[config.mk]
export PLATFORM = sky130hd
export DESIGN_NAME = url_percent_decoder_utf8_unit
export DESIGN_NICKNAME = d
export VERILOG_FILES = /design/src/design/upd_pkg.sv /design/src/design/upd_front.sv /design/src/design/upd_queue.sv /design/src/design/upd_back.sv /design/src/design/url_percent_decoder_utf8_unit.sv
export SDC_FILE = /design/constraint.sdc
export NUM_CORES = 1
export LEC_CHECK = 0
export ABC_CLOCK_PERIOD_IN_PS = 6640
export BUFFER_PORTS_ARGS = -buffer_cell sky130_fd_sc_hd__buf_2
export CAP_MARGIN = 10
export CORE_AREA = 2 2 113 115
export DETAILED_ROUTE_END_ITERATION = 6
export DIE_AREA = 0 0 115 117
export HOLD_SLACK_MARGIN = 0.08
export MAX_ROUTING_LAYER = met4
export PLACE_DENSITY = 0.82
export SETUP_SLACK_MARGIN = 0.1
export SYNTH_ARGS = -nofsm -noshare
export SYNTH_HDL_FRONTEND = slang
export SYNTH_SLANG_ARGS = --single-unit
[constraint.sdc]
create_clock -name clock -period 6.64 [get_ports clock]
set_clock_uncertainty 0.15 [all_clocks]
set_input_delay 0.332 -clock clock [delete_from_list [all_inputs] [get_ports clock]]
set_output_delay 0.332 -clock clock [all_outputs]
set_load 0.03 [all_outputs]
[src/design/upd_pkg.sv]
`timescale 1ns / 1ps

package upd_pkg;

   localparam int UNIT_W = 16;
   localparam int BYTE_W = 8;

   localparam logic [UNIT_W-1:0] PCT_CHAR = 16'h0025;

   // Byte class boundaries of UTF-8.
   localparam logic [BYTE_W-1:0] ASCII_MAX = 8'h7F;
   localparam logic [BYTE_W-1:0] CONT_MAX  = 8'hBF;
   localparam logic [BYTE_W-1:0] LEAD2_MAX = 8'hDF;
   localparam logic [BYTE_W-1:0] LEAD3_MAX = 8'hEF;

   typedef enum logic [1:0] {
      ESC_IDLE  = 2'd0,
      ESC_PCT   = 2'd1,
      ESC_DIGIT = 2'd2
   } esc_phase_type;

   typedef enum logic [1:0] {
      SEQ_NONE  = 2'd0,
      SEQ_ONE   = 2'd1,
      SEQ_TWO   = 2'd2,
      SEQ_STRAY = 2'd3
   } seq_state_type;

   // One queued command: one or two decoded units for one input word.
   typedef struct packed {
      logic              two_units;
      logic [UNIT_W-1:0] unit0;
      logic [UNIT_W-1:0] unit1;
   } cmd_type;

   // Returns {is_hex, value}; only ASCII 0-9, A-F, a-f are hex digits.
   function automatic logic [4:0] hex_digit(input logic [UNIT_W-1:0] u);
      logic [4:0] r;
      r = 5'd0;
      if (u >= 16'h0030 && u <= 16'h0039) begin
         r = {1'b1, 4'(u - 16'h0030)};
      end else if (u >= 16'h0041 && u <= 16'h0046) begin
         r = {1'b1, 4'(u - 16'h0041 + 16'd10)};
      end else if (u >= 16'h0061 && u <= 16'h0066) begin
         r = {1'b1, 4'(u - 16'h0061 + 16'd10)};
      end
      return r;
   endfunction

endpackage

[src/design/upd_front.sv]
`timescale 1ns / 1ps

module upd_front
   import upd_pkg::*;
(
   input  logic              clock,
   input  logic              reset,
   input  logic              take,
   input  logic [UNIT_W-1:0] char_in,
   input  logic              is_final,
   output logic              push,
   output cmd_type           cmd
);

   esc_phase_type     phase_ff, phase_in;
   logic [4:0]        held_ff, held_in;
   seq_state_type     seq_ff, seq_in;
   logic [UNIT_W-1:0] acc_ff, acc_in;

   logic [4:0]        hex_c;
   logic [BYTE_W-1:0] byte_val;

   always_ff @(posedge clock) begin
      if (reset) begin
         phase_ff <= ESC_IDLE;
         held_ff  <= 5'd0;
         seq_ff   <= SEQ_NONE;
         acc_ff   <= '0;
      end else if (take) begin
         phase_ff <= phase_in;
         held_ff  <= held_in;
         seq_ff   <= seq_in;
         acc_ff   <= acc_in;
      end
   end

   always_comb begin
      hex_c    = hex_digit(char_in);
      phase_in = phase_ff;
      held_in  = held_ff;
      seq_in   = seq_ff;
      acc_in   = acc_ff;
      push     = 1'b0;
      cmd      = '{two_units: 1'b0, unit0: char_in, unit1: char_in};
      byte_val = '0;

      unique case (phase_ff)
         ESC_PCT: begin
            if (is_final) begin
               push          = 1'b1;
               cmd.two_units = 1'b1;
               cmd.unit0     = PCT_CHAR;
            end else begin
               held_in  = hex_c;
               phase_in = ESC_DIGIT;
            end
         end
         ESC_DIGIT: begin
            // A non-hex second digit leaves the first digit as the byte.
            if (held_ff[4]) begin
               byte_val = hex_c[4] ? {held_ff[3:0], hex_c[3:0]} : {4'd0, held_ff[3:0]};
            end
            phase_in = ESC_IDLE;
            held_in  = 5'd0;
            cmd.unit0 = {8'd0, byte_val};
            if (byte_val <= ASCII_MAX) begin
               push = 1'b1;
            end else if (byte_val <= CONT_MAX) begin
               unique case (seq_ff)
                  SEQ_TWO: begin
                     acc_in = acc_ff | {4'd0, byte_val[5:0], 6'd0};
                     seq_in = SEQ_ONE;
                  end
                  SEQ_ONE: begin
                     acc_in    = acc_ff | {10'd0, byte_val[5:0]};
                     seq_in    = SEQ_NONE;
                     push      = 1'b1;
                     cmd.unit0 = acc_in;
                  end
                  default: begin
                     acc_in = acc_ff | {10'd0, byte_val[5:0]};
                     seq_in = SEQ_STRAY;
                  end
               endcase
            end else if (byte_val <= LEAD2_MAX) begin
               acc_in = {5'd0, byte_val[4:0], 6'd0};
               seq_in = SEQ_ONE;
            end else if (byte_val <= LEAD3_MAX) begin
               acc_in = {byte_val[3:0], 12'd0};
               seq_in = SEQ_TWO;
            end
         end
         default: begin
            phase_in = ESC_IDLE;
            if (char_in == PCT_CHAR && !is_final) begin
               phase_in = ESC_PCT;
            end else begin
               push = 1'b1;
            end
         end
      endcase

      // The end of a text returns all decode state to its reset value.
      if (is_final) begin
         phase_in = ESC_IDLE;
         held_in  = 5'd0;
         seq_in   = SEQ_NONE;
         acc_in   = '0;
      end
   end

endmodule

[src/design/upd_queue.sv]
`timescale 1ns / 1ps

module upd_queue
   import upd_pkg::*;
#(
   parameter int DEPTH = 4
)
(
   input  logic    clock,
   input  logic    reset,
   input  logic    push,
   input  cmd_type push_cmd,
   input  logic    pop,
   output logic    full,
   output logic    empty,
   output cmd_type head
);

   localparam int PTR_W = (DEPTH > 1) ? $clog2(DEPTH) : 1;
   localparam int CNT_W = $clog2(DEPTH + 1);
   localparam logic [PTR_W-1:0] LAST_PTR = PTR_W'(DEPTH - 1);
   localparam logic [CNT_W-1:0] FULL_CNT = CNT_W'(DEPTH);

   cmd_type          slot_ff [DEPTH];
   logic [PTR_W-1:0] wr_ptr_ff, wr_ptr_in;
   logic [PTR_W-1:0] rd_ptr_ff, rd_ptr_in;
   logic [CNT_W-1:0] count_ff, count_in;
   logic             do_push, do_pop;

   assign full    = (count_ff == FULL_CNT);
   assign empty   = (count_ff == '0);
   assign do_push = push && !full;
   assign do_pop  = pop && !empty;
   assign head    = slot_ff[rd_ptr_ff];

   always_comb begin
      wr_ptr_in = wr_ptr_ff;
      rd_ptr_in = rd_ptr_ff;
      count_in  = count_ff;
      if (do_push) begin
         wr_ptr_in = (wr_ptr_ff == LAST_PTR) ? '0 : wr_ptr_ff + 1'b1;
      end
      if (do_pop) begin
         rd_ptr_in = (rd_ptr_ff == LAST_PTR) ? '0 : rd_ptr_ff + 1'b1;
      end
      if (do_push && !do_pop) begin
         count_in = count_ff + 1'b1;
      end else if (do_pop && !do_push) begin
         count_in = count_ff - 1'b1;
      end
   end

   always_ff @(posedge clock) begin
      if (reset) begin
         wr_ptr_ff <= '0;
         rd_ptr_ff <= '0;
         count_ff  <= '0;
      end else begin
         wr_ptr_ff <= wr_ptr_in;
         rd_ptr_ff <= rd_ptr_in;
         count_ff  <= count_in;
      end
   end

   always_ff @(posedge clock) begin
      if (do_push) begin
         slot_ff[wr_ptr_ff] <= push_cmd;
      end
   end

endmodule

[src/design/upd_back.sv]
`timescale 1ns / 1ps

module upd_back
   import upd_pkg::*;
(
   input  logic              clock,
   input  logic              reset,
   input  logic              empty,
   input  cmd_type           head,
   output logic              pop,
   output logic              rsp_tvalid,
   input  logic              rsp_tready,
   output logic [UNIT_W-1:0] rsp_tdata,
   output logic              rsp_tlast
);

   logic              valid_ff, valid_in;
   logic              second_ff, second_in;
   logic [UNIT_W-1:0] data_ff, data_in;
   logic              last_ff, last_in;
   logic              load;

   assign load       = !valid_ff || rsp_tready;
   assign rsp_tvalid = valid_ff;
   assign rsp_tdata  = data_ff;
   assign rsp_tlast  = last_ff;

   always_comb begin
      valid_in  = valid_ff && !rsp_tready;
      second_in = second_ff;
      data_in   = data_ff;
      last_in   = last_ff;
      pop       = 1'b0;
      if (load && !empty) begin
         valid_in = 1'b1;
         if (second_ff) begin
            data_in   = head.unit1;
            last_in   = 1'b1;
            second_in = 1'b0;
            pop       = 1'b1;
         end else if (head.two_units) begin
            data_in   = head.unit0;
            last_in   = 1'b0;
            second_in = 1'b1;
         end else begin
            data_in = head.unit0;
            last_in = 1'b1;
            pop     = 1'b1;
         end
      end
   end

   always_ff @(posedge clock) begin
      if (reset) begin
         valid_ff  <= 1'b0;
         second_ff <= 1'b0;
      end else begin
         valid_ff  <= valid_in;
         second_ff <= second_in;
      end
   end

   always_ff @(posedge clock) begin
      data_ff <= data_in;
      last_ff <= last_in;
   end

endmodule

[src/design/url_percent_decoder_utf8_unit.sv]
// Streaming URL percent decoder. Each input word is one 16-bit code unit of
// the encoded text, with tlast marking the last unit of a text. A '%' and the
// two units after it are read as a hex byte (a non-hex first digit gives 0, a
// non-hex second digit leaves the first digit alone); bytes up to 0x7F come
// out as code units, two- and three-byte UTF-8 sequences are assembled into
// one 16-bit unit, bytes 0xF0 and above are dropped, and every other unit
// passes unchanged. An input word yields zero, one or two output words, and
// rsp_tlast marks the last output word of each input word. Each input word is
// decoded combinationally in the front stage, which can accept a word every
// cycle while the command queue has room; the output stage delivers one word
// per cycle while rsp_tready is high, so a sustained rate of one input word per
// cycle holds except where an input word yields two output words, which
// occupy the output register one after the other.
`timescale 1ns / 1ps

module url_percent_decoder_utf8_unit
   import upd_pkg::*;
#(
   parameter int QUEUE_DEPTH = 4
)
(
   input  logic              clock,
   input  logic              reset,
   input  logic              req_tvalid,
   output logic              req_tready,
   input  logic [UNIT_W-1:0] req_tdata,   // [15:0] char_in
   input  logic              req_tlast,   // is_final
   output logic              rsp_tvalid,
   input  logic              rsp_tready,
   output logic [UNIT_W-1:0] rsp_tdata,   // [15:0] char_out
   output logic              rsp_tlast    // run_last
);

   logic    take;
   logic    push;
   cmd_type cmd;
   logic    pop;
   logic    full;
   logic    empty;
   cmd_type head;

   // The front stage stalls only when the queue has no room for a command.
   assign req_tready = !full;
   assign take       = req_tvalid && req_tready;

   upd_front u_front (
      .clock    (clock),
      .reset    (reset),
      .take     (take),
      .char_in  (req_tdata),
      .is_final (req_tlast),
      .push     (push),
      .cmd      (cmd)
   );

   // Words that produce no output never enter the queue.
   upd_queue #(
      .DEPTH (QUEUE_DEPTH)
   ) u_queue (
      .clock    (clock),
      .reset    (reset),
      .push     (take && push),
      .push_cmd (cmd),
      .pop      (pop),
      .full     (full),
      .empty    (empty),
      .head     (head)
   );

   upd_back u_back (
      .clock      (clock),
      .reset      (reset),
      .empty      (empty),
      .head       (head),
      .pop        (pop),
      .rsp_tvalid (rsp_tvalid),
      .rsp_tready (rsp_tready),
      .rsp_tdata  (rsp_tdata),
      .rsp_tlast  (rsp_tlast)
   );

endmodule

==> summary.txt, run 1 <==
status - complete, no violations
flop-to-flop setup slack - 3380 ps
placed cell area - 0.00809 mm^2
Num CTS Buffers - 17
gpl congestion - 1.01
Total Die Area - 0.0135 mm^2
WL met3 - 1010 um
post-CTS setup buffers - 0
Reg2Reg Launch Point - u_front.phase_ff[1]
Final Cycle Share - 55.5%
crit path DAT - 3890 ps
PortBufs - 39
switch share - 28.1%
clock power share - 30.4%
Clock Latency Late Sink - 430 ps
most common cell in the synthesized netlist - edfxtp_1
CTS Root Buffer Type - clkbuf_16
Worst Reg-to-Reg Cells - 12
Clock Tree Buf Depth - 2
share of layout cells above drive strength 1 - 24.5%
Min Clock Period, post-route - 3690 ps
total global routing overflow - 0
CTS resizes - 0
pwr/cell area - 377 mW/mm^2
Primary FF master, synth - edfxtp_1
Critical Path End Type - register
Post-synth ARST share - 0%
DIE HEIGHT - 117 um
post-synth top area share - 57.8%
DR vias - 4581
via/cell ratio - 6.45
Die Width - 115 um
fill count - 761
Worst Hold Path Cells - 1
vias in the first global route - 4637
Comb power frac - 24.2%
Core ar. - 0.0123 mm^2
sequential power share - 45.4%
Yosys warning count - 0
Avg Cell Area, Syn - 15.7 um^2
DRT Wirelength - 16200 um
TNS Setup - 0 ps
internal power - 2390 uW
critical path type - in2reg
clock slew at reported path FFs - 70 ps
Final Cell Area - 0.00881 mm^2
largest net degree at the start of global routing - 34
detailed placement HPWL - 10200 um
Setup-failing EPs final - 0
Fmax achieved - 0.271 GHz
most frequent cells after synthesis - 149 x edfxtp_1, 36 x dfxtp_1, 33 x mux4_2
CTS tree - built
Hold WC Path Type - in2reg
first-pass GRT wire length - 25400 um
Remaining DRCs - 0
top area cells in the synthesized netlist - edfxtp_1 58%, mux4_2 9.6%, dfxtp_1 9.3%, ha_1 2.6%, mux2_2 2.5%
Seq cells post-synth - 185
NumNets Final - 585
CP max FO - 8
register area share after synthesis - 67.1%
DRT met1 WL - 6610 um
worst setup margin - 2950 ps
Synth cell types - 58
Worst VDD drop - 0.226 mV
Min-Delay Startpoint - req_tdata[4]
CP required - 6840 ps
Met2 Wirelength - 8260 um
initial DRC count - 487
cts hold-fix bufs - 12
Slew headroom - 34.3%
first-pass iteration count of the detailed router - 5
Critical Path Start Type - primary input
Tightest Pin Transition - 984 ps
max-cap violation count - 0
Final ANT Viol Nets - 0
Setup WS pre-CTS - 2980 ps
H-tree depth - 4
Hold EP - u_queue.slot_ff[0][4]
final slew viol count - 0
Ant. Diodes - 0
syn nets - 533
net switching power - 934 uW
Pwr Total - 3330 uW
Gate Count Post-Synth - 495
RR Endpoint - u_queue.count_ff[2]
highest metal used - met4
initial antenna violation count - 0
LEAKAGE - 0.00297 uW
EDFF count, synth - 149
GR Util All Layers - 26.8%
row count - 41
Area Overhead vs Synth - 13.7%
Clock Sinks - 185
Ports - 40
Fin. Hold Viols - 0
dominant cell type by area after synthesis - edfxtp_1
Starting Density - 62.9%
Routed wire per std cell - 22.9 um
RSZ-0062 raised after global routing - false
mapped cell area - 0.00775 mm^2
## worst max path at each step
stage,startpoint,to,slack [ps],cells after the start
after detailed placement,req_tdata[1],u_queue.count_ff[2],2980,13
after floorplan,req_tdata[0],u_queue.count_ff[2],3610,14
final,req_tdata[8],u_queue.count_ff[2],2950,13
after global placement,req_tdata[1],u_queue.count_ff[2],3090,13
after CTS,req_tdata[8],u_queue.count_ff[2],2970,13
after global routing,req_tdata[8],u_queue.count_ff[2],2780,13
## metrics by stage
step                      std cells  util, %  hold slack (ps)
final                           710     71.6              110
after CTS                       710     71.6             90.5
after detailed placement        666     65.7              302
after floorplan                 495        -              275
after global routing            710     71.6             99.7
after global placement          666     65.7              284
## placed cells by master, fill, tap and decap left out, types with 2 or more instances in the layout
| cell type | instances |
|---|---|
| a22o_1 | 9 |
| inv_4 | 3 |
| clkbuf_1 | 3 |
| o211ai_1 | 3 |
| nor4_4 | 2 |
| a32oi_1 | 2 |
| clkbuf_16 | 20 |
| inv_1 | 15 |
| nor2_1 | 28 |
| nor2b_1 | 2 |
| dlygate4sd3_1 | 12 |
| mux2_2 | 17 |
| nand4_1 | 3 |
| o21ai_1 | 4 |
| a21o_1 | 3 |
| a221o_1 | 2 |
| nand3b_1 | 2 |
| and3_1 | 4 |
| nand2_1 | 29 |
| nand4b_1 | 2 |
| clkinv_4 | 3 |
| mux4_2 | 33 |
| buf_2 | 39 |
| a31oi_1 | 5 |
| mux2i_1 | 4 |
| o21ai_0 | 11 |
| dfxtp_1 | 35 |
| nand3_1 | 9 |
| nand2b_1 | 5 |
| or3_1 | 2 |
| a21oi_1 | 26 |
| xor2_1 | 2 |
| o31ai_1 | 2 |
| edfxtp_1 | 149 |
| buf_4 | 7 |
| o22ai_1 | 3 |
| or4_1 | 4 |
| and2_1 | 7 |
| ha_1 | 16 |
| nor3_1 | 7 |
## power by group through the flow
stage	combinational [uW]	clock (uW)	sequential [uW]
final	805	1010	1510
after global routing	864	1070	1530
after CTS	815	1020	1510
after detailed placement	802	0	1530
after global placement	779	0	1530
after floorplan	493	0	1630
## sequential cells by signal, summed over array words and instances (netlist names), named ones only
signal,count
u_queue.wr_ptr_ff,2
u_front.held_ff,5
u_back.rsp_tdata,16
u_queue.slot_ff,132
u_back.second_ff,1
u_front.seq_ff,2
u_queue.count_ff,3
u_back.rsp_tvalid,1
u_queue.rd_ptr_ff,2
u_front.phase_ff,2
u_front.acc_ff,16
u_back.rsp_tlast,1
## worst max-delay path, cell delays in order
cell,delay [ps]
dlygate4sd3_1,540
buf_2,160
nor3_1,410
nand4_2,240
a311oi_2,420
nor2_2,170
o41a_1,550
ha_1,270
inv_1,80
fa_1,180
xor2_1,80
or3_1,310
a21oi_1,150
## routing by layer
metal  vias to the layer above  global-route usage, %
met5                         -                      -
met4                         0                   10.9
met3                        26                   6.33
met2                       181                   42.9
met1                      2327                   33.3
li1                       2047                      -
## cells by family (layout without fill, tap and decap cells)
kind of cell,count (synthesis),after routing,share of synthesized area (%)
xor+xnor,2,2,0.226
flops,185,185,67.1
mux,54,54,12.6
buf+inv,40,105,2.05
fa+ha+maj,17,17,2.84
compound gates,84,84,7.40
simple gates,113,113,7.85
## cell type report
type / instances / area [um^2] / share of cell area (%)
sequential: 185 / 5200 / 59.0
multi-input combinational: 270 / 2400 / 27.2
clock buffer: 24 / 526 / 5.96
timing repair buffer: 58 / 368 / 4.17
tap: 150 / 188 / 2.13
clock inverter: 8 / 80.1 / 0.909
inverter: 15 / 56.3 / 0.639
Power figures use the tool's default switching activity.
==> run 2, diff against run 1 <==
Settings changed: ABC_AREA set to 1, ABC_CLOCK_PERIOD_IN_PS 6640 to 3300, CORE_AREA 2 2 113 115 to 2 2 126 128, DIE_AREA 0 0 115 117 to 0 0 128 130, PLACE_DENSITY 0.82 to 0.75.
Clock period 6.64 ns to 3.3 ns, I/O delays scaled along.
==> run 2 against run 1 <==
Net effect:
- the run now ends with design-rule violations left
- design area is 11% higher
- synthesized cell count rose by 68%
- sequential cell count unchanged
- clock power grew 140%
- global-route usage fell by 2.4 points
- worst hold slack improved by 2.5 ps
- first-iteration DRC count is 30% higher
- sequential share of layout area decreased by 5.6 points
- critical endpoint is now u_queue.count_ff[1]
- largest power group unchanged
==> summary.txt, run 2 <==
status - finished with violations
violated checks - design-rule violations
Yosys warning count - 0 (unchanged)
first-pass GRT wire length - 29600 um (+17%)
Core ar. - 0.0154 mm^2 (+25%)
Synth cell types - 38 (-34%)
Seq cells post-synth - 185 (unchanged)
final slew viol count - 0 (unchanged)
via/cell ratio - 5.57 (-14%)
Fmax achieved - 0.332 GHz
initial antenna violation count - 0 (unchanged)
Final ANT Viol Nets - 0 (unchanged)
Clock Tree Buf Depth - 2 (unchanged)
first-pass iteration count of the detailed router - 7 (+2)
Remaining DRCs - 2 (+2)
slowest cell on the critical path - dlygate4sd3_1
post-synth top area share - 54.0% (-3.7 points)
max reg flops - 132 (unchanged)
Largest Register - u_queue.slot_ff
LEAKAGE - 0.00372 uW (+25%)
EDFF count, synth - 149 (unchanged)
Critical Path End Type - register
Largest stage delay, worst path - 590 ps (+40 ps)
max-cap violation count - 0 (unchanged)
NumNets Final - 933 (+59%)
Gate Count Post-Synth - 834 (+68%)
Clock Sinks - 185 (unchanged)
CTS tree - built
PortBufs - 39 (unchanged)
Primary FF master, synth - edfxtp_1
CP max FO - 7 (-1)
clock slew at reported path FFs - 70 ps (about the same)
DIE HEIGHT - 130 um (+11%)
crit path DAT - 3190 ps (-700 ps)
critical path cell sequence - dlygate4sd3_1, buf_6, inv_2, ha_1, nand3_1, nor2_1, nor2_1, nand3_2, nand3_2, nand3_4, inv_4, o21ai_0, nand2_1, nand2_1, nand2_2, inv_1, ha_1, inv_1, fa_2, o21ai_1, a21oi_1
Worst VDD drop - 0.487 mV (+120%)
most frequent cells after synthesis - 185 x nor2_1, 149 x edfxtp_1, 112 x nand2_1
Min Clock Period, post-route - 3010 ps
Setup-failing EPs final - 0 (unchanged)
CP required - 3470 ps (-3370 ps)
detailed placement HPWL - 11800 um (+16%)
Num CTS Buffers - 17 (unchanged)
share of layout cells above drive strength 1 - 13.4% (-11 points)
TNS Setup - 0 ps (unchanged)
worst hold margin - 113 ps (+2.53 ps)
critical path type - in2reg
total global routing overflow - 0 (unchanged)
most common cell in the synthesized netlist - nor2_1
Reg area - 0.00520 mm^2 (unchanged)
Tightest Pin Transition - 1030 ps (+44.1 ps)
Layout Cells excl Fill - 1100 (+55%)
dominant cell type by area after synthesis - edfxtp_1
worst setup margin - 287 ps (-2670 ps)
Post-synth ARST share - 0% (unchanged)
Total Die Area - 0.0166 mm^2 (+24%)
mapped cell area - 0.00828 mm^2 (+6.9%)
top area cells in the synthesized netlist - edfxtp_1 54%, dfxtp_1 8.7%, nor2_1 8.4%, o21ai_0 5.6%, nand2_1 5.1%
RSZ-0062 raised after global routing - false
DR vias - 6131 (+34%)
GR Util All Layers - 24.4% (-2.4 points)
Final Util - 63.1% (-8.4 points)
placed insts - 1048 (+57%)
Final Cycle Share - 91.3%
Hold WC Path Type - in2reg
syn nets - 872 (+64%)
Die Width - 128 um (+11%)
Starting Density - 53.7% (-9.3 points)
Clock Latency Late Sink - 440 ps (about the same)
row count - 46 (+12%)
Routed wire per std cell - 17.3 um (-25%)
Ports - 40 (unchanged)
register area share after synthesis - 62.7% (-4.3 points)
initial DRC count - 631 (+30%)
Slew headroom - 31.4% (-2.9 points)
H-tree depth - 4 (unchanged)
Fin. Hold Viols - 0 (unchanged)
fill count - 1224 (+61%)
Critical Path Start Type - primary input
Area Overhead vs Synth - 17.7%
vias in the first global route - 5673 (+22%)
largest net degree at the start of global routing - 65 (+91%)
most frequent cells in the layout - 179 x nor2_1, 149 x edfxtp_1, 111 x nand2_1
Setup WS pre-CTS - 313 ps (-2670 ps)
area of the multi-input gates - 0.00273 mm^2 (+14%)
DRT Wirelength - 19000 um (+17%)
Avg Cell Area, Syn - 9.93 um^2 (-37%)
CTS Root Buffer Type - clkbuf_16
gpl congestion - 0.981 (-3.0%)
Ant. Diodes - 0 (unchanged)
commonest non-fill, non-tap cell in the layout - nor2_1
pwr/cell area - 809 mW/mm^2 (+110%)
## run 2: changes by cell type in the layout (fill, tap and decap cells not counted), moves of 15 or more
cell     previous run  this run
nand3_1             9        30
nor2_1             28       179
nand2_1            29       111
mux4_2             33         0
o21ai_0            11        89
o22ai_1             3        18
mux2_2             17         0
inv_1              15        67
## run 2: kinds of logic (layout without fill, tap and decap cells)
group | after synthesis | count (layout) | synth area share, %
AOI/OAI and AO/OA | 167 | 167 | 11.3
adders and majority gates | 17 | 17 | 2.66
buffers and inverters | 106 | 180 | 5.02
DFF | 185 | 185 | 62.7
and+or+nand+nor | 359 | 359 | 18.3
## run 2: final cells by class
cell class	count	share of cell area, %
inverters	74	2.88
clock inverters	15	2.99
multi-input cells	543	28.0
repair buffers	74	5.96
flip-flops and latches	185	53.3
well taps	192	2.47
clock buffers	17	4.37
## run 2: routing by layer
| layer | up-vias | global-route usage, % | wire (um) |
|---|---|---|---|
| li1 | 2971 | - | - |
| met1 | 2878 | 30.9 | 7910 |
| met2 | 245 | 39.4 | 9250 |
| met3 | 37 | 4.72 | 1360 |
| met4 | 0 | 9.11 | 466 |
| met5 | - | - | 0 |
## run 2: path summary, 6_finish.rpt
path | start | depth (start not counted) | slack, ps | to
worst min register to register | u_front.held_ff[1] | 2 | 320 | u_front.held_ff[1]
worst max-delay path | req_tdata[0] | 21 | 290 | u_queue.count_ff[1]
worst min-delay path | req_tvalid | 3 | 110 | u_front.phase_ff[1]
worst max register to register | u_queue.count_ff[0] | 8 | 510 | u_queue.count_ff[1]
## run 2: repair_timing
action,4_1_cts,5_1_grt
resized for setup,0,19
endpoints found under the hold margin,78,0
hold buffers,19,0
setup endpoints to repair,0,63
setup buffers,0,1
## run 2: critical path, delay by kind of cell
family / cells / cell delay, ps
buffers and inverters: 6 / 1080
AOI/OAI and AO/OA: 3 / 260
and+or+nand+nor: 9 / 830
adders and majority gates: 3 / 830
## run 2: stage by stage
stage / total power (uW) / area, um^2
finish: 7880 / 9740
detailed placement: 5460 / 8790
CTS: 7900 / 9690
global route: 8250 / 9740
global placement: 5400 / 8790
floorplan: 4720 / 8280
## run 2: where the power goes
part           switching (uW)  total, uW  internal (uW)
clock network             863       2440           1580
logic                    1640       2300            654
registers                 104       3150           3040
total                    2610       7880           5270
==> run 3, diff against run 2 <==
Settings changed: ABC_AREA 1 to 0, CORE_AREA 2 2 126 128 to 2 2 122 124, DIE_AREA 0 0 128 130 to 0 0 124 126.
==> run 3 against run 2 <==
Net effect:
- the flow now finishes without violations
- sequential share of layout area up 4.0 points
- combinational power down 27%
- die area down 6.1%
- non-clock buffer count up 5
- critical endpoint is now u_queue.count_ff[2]
==> summary.txt, run 3 (same netlist as run 1, synthesis figures left out) <==
status - complete, no violations
commonest non-fill, non-tap cell in the layout - edfxtp_1
Largest Register - u_queue.slot_ff
Fmax achieved - 0.336 GHz (+1.3%)
worst setup margin - 324 ps (+37.5 ps)
max reg flops - 132 (unchanged)
NumNets Final - 606 (-35%)
Final Cycle Share - 90.2% (-1.1 points)
CP Capture Point - u_queue.count_ff[2]
Critical Path Start Type - primary input
Clock Latency Late Sink - 430 ps (about the same)
Die Width - 124 um (-3.1%)
Reg2Reg Launch Point - u_front.phase_ff[0]
max-cap violation count - 0 (unchanged)
final slew viol count - 0 (unchanged)
Hold WC Path Type - reg2reg
DR vias - 4553 (-26%)
CP required - 3510 ps (+40 ps)
Final ANT Viol Nets - 0 (unchanged)
Routed wire per std cell - 20.8 um (+21%)
Critical Path End Type - register
DIE HEIGHT - 126 um (-3.1%)
CTS tree - built
Final Cell Area - 0.00907 mm^2 (-6.9%)
Slew headroom - 53.4% (+22 points)
Core ar. - 0.0143 mm^2 (-7.2%)
largest net degree at the start of global routing - 34 (-48%)
Ports - 40 (unchanged)
H-tree depth - 4 (unchanged)
LEAKAGE - 0.00307 uW (-17%)
Tightest Pin Transition - 698 ps (-330 ps)
Min Clock Period, post-route - 2980 ps (-37.5 ps)
clock slew at reported path FFs - 70 ps (about the same)
Remaining DRCs - 0 (-2)
gpl congestion - 0.945 (-3.7%)
CP max FO - 6 (-1)
Setup WS pre-CTS - 261 ps (-52.3 ps)
Worst Reg-to-Reg Cells - 12 (+4)
RSZ-0062 raised after global routing - false
Area Overhead vs Synth - 17.0%
total global routing overflow - 0 (unchanged)
crit path launch - req_tdata[13]
PortBufs - 39 (unchanged)
Pwr Total - 6680 uW (-15%)
vias in the first global route - 4582 (-19%)
initial antenna violation count - 0 (unchanged)
crit path DAT - 3180 ps (about the same)
RR Endpoint - u_queue.count_ff[2]
first-pass GRT wire length - 25100 um (-15%)
Clock Tree Buf Depth - 2 (unchanged)
Setup-failing EPs final - 0 (unchanged)
Starting Density - 54.1% (+0.45 points)
Final Util - 63.3% (+0.20 points)
first-pass iteration count of the detailed router - 5 (-2)
initial DRC count - 465 (-26%)
via/cell ratio - 5.95 (+6.8%)
pwr/cell area - 737 mW/mm^2 (-8.9%)
Ant. Diodes - 0 (unchanged)
Total Die Area - 0.0156 mm^2 (-6.1%)
Num CTS Buffers - 17 (unchanged)
Fin. Hold Viols - 0 (unchanged)
GR Util All Layers - 22.6% (-1.8 points)
row count - 44 (-4.3%)
flop-to-flop setup slack - 400 ps (-110 ps)
detailed placement HPWL - 9680 um (-18%)
TNS Setup - 0 ps (unchanged)
DRT Wirelength - 15900 um (-16%)
placed cell area - 0.00817 mm^2 (-7.1%)
critical path type - in2reg
share of layout cells above drive strength 1 - 26.9% (+13 points)
Worst VDD drop - 0.466 mV (-4.2%)
CTS Root Buffer Type - clkbuf_16
most frequent cells in the layout - 149 x edfxtp_1, 38 x buf_2, 35 x dfxtp_1
Clock Sinks - 185 (unchanged)
==> run 3: how the worst min path moves through the flow <==
stage / start / end / slack [ps] / depth (start not counted)
after floorplan: req_tdata[0] / u_queue.slot_ff[0][0] / 110 / 0
after global placement: req_tdata[7] / u_queue.slot_ff[0][7] / 270 / 1
final: u_front.acc_ff[2] / u_front.acc_ff[2] / 300 / 2
after global routing: u_front.acc_ff[1] / u_front.acc_ff[1] / 320 / 2
after detailed placement: req_tdata[7] / u_queue.slot_ff[0][7] / 290 / 1
after CTS: u_front.acc_ff[2] / u_front.acc_ff[2] / 300 / 2
==> run 3: what timing repair did <==
action	4_1_cts	5_1_grt
setup endpoints to repair	0	3
hold buffers	22	0
endpoints found under the hold margin	88	0
setup buffers	0	6
resized for setup	0	12
==> run 3: power breakdown <==
part           switching (uW)  total, uW  internal, uW
clock network             826       2010          1180
registers                91.1       3010          2920
logic                     947       1670           723
==> run 3: area by class of cell <==
type / count / area (um^2)
Multi-Input combinational cell: 270 / 2440
Inverter: 15 / 56.3
Timing Repair Buffer: 79 / 557
Tap cell: 184 / 230
Sequential cell: 185 / 5200
Clock buffer: 18 / 429
Fill cell: 1053 / 5250
Clock inverter: 14 / 156
==> run 3: metrics by stage <==
step / std cells / hold slack (ps)
finish: 765 / 303
global route: 765 / 324
CTS: 759 / 302
detailed placement: 705 / 292
global placement: 705 / 266
floorplan: 495 / 114
==> run 3: per-layer routing <==
metal | global-route usage [%] | vias to the layer above | routed length (um)
met3 | 5.07 | 36 | 836
met1 | 29.2 | 2285 | 6850
met2 | 35.8 | 149 | 7970
met5 | - | - | 0
li1 | - | 2083 | -
met4 | 7.01 | 0 | 282
==> run 3: worst max-delay path, cell delays in order <==
cell and delay (ps):
dlygate4sd3_1 520, buf_2 170, nor4_4 320, nand4_2 210, a311oi_4 360, nor2_2 90, o41a_1 360, ha_2 220
inv_1 70, fa_1 170, xor2_1 70, or3_1 310, a21oi_1 140
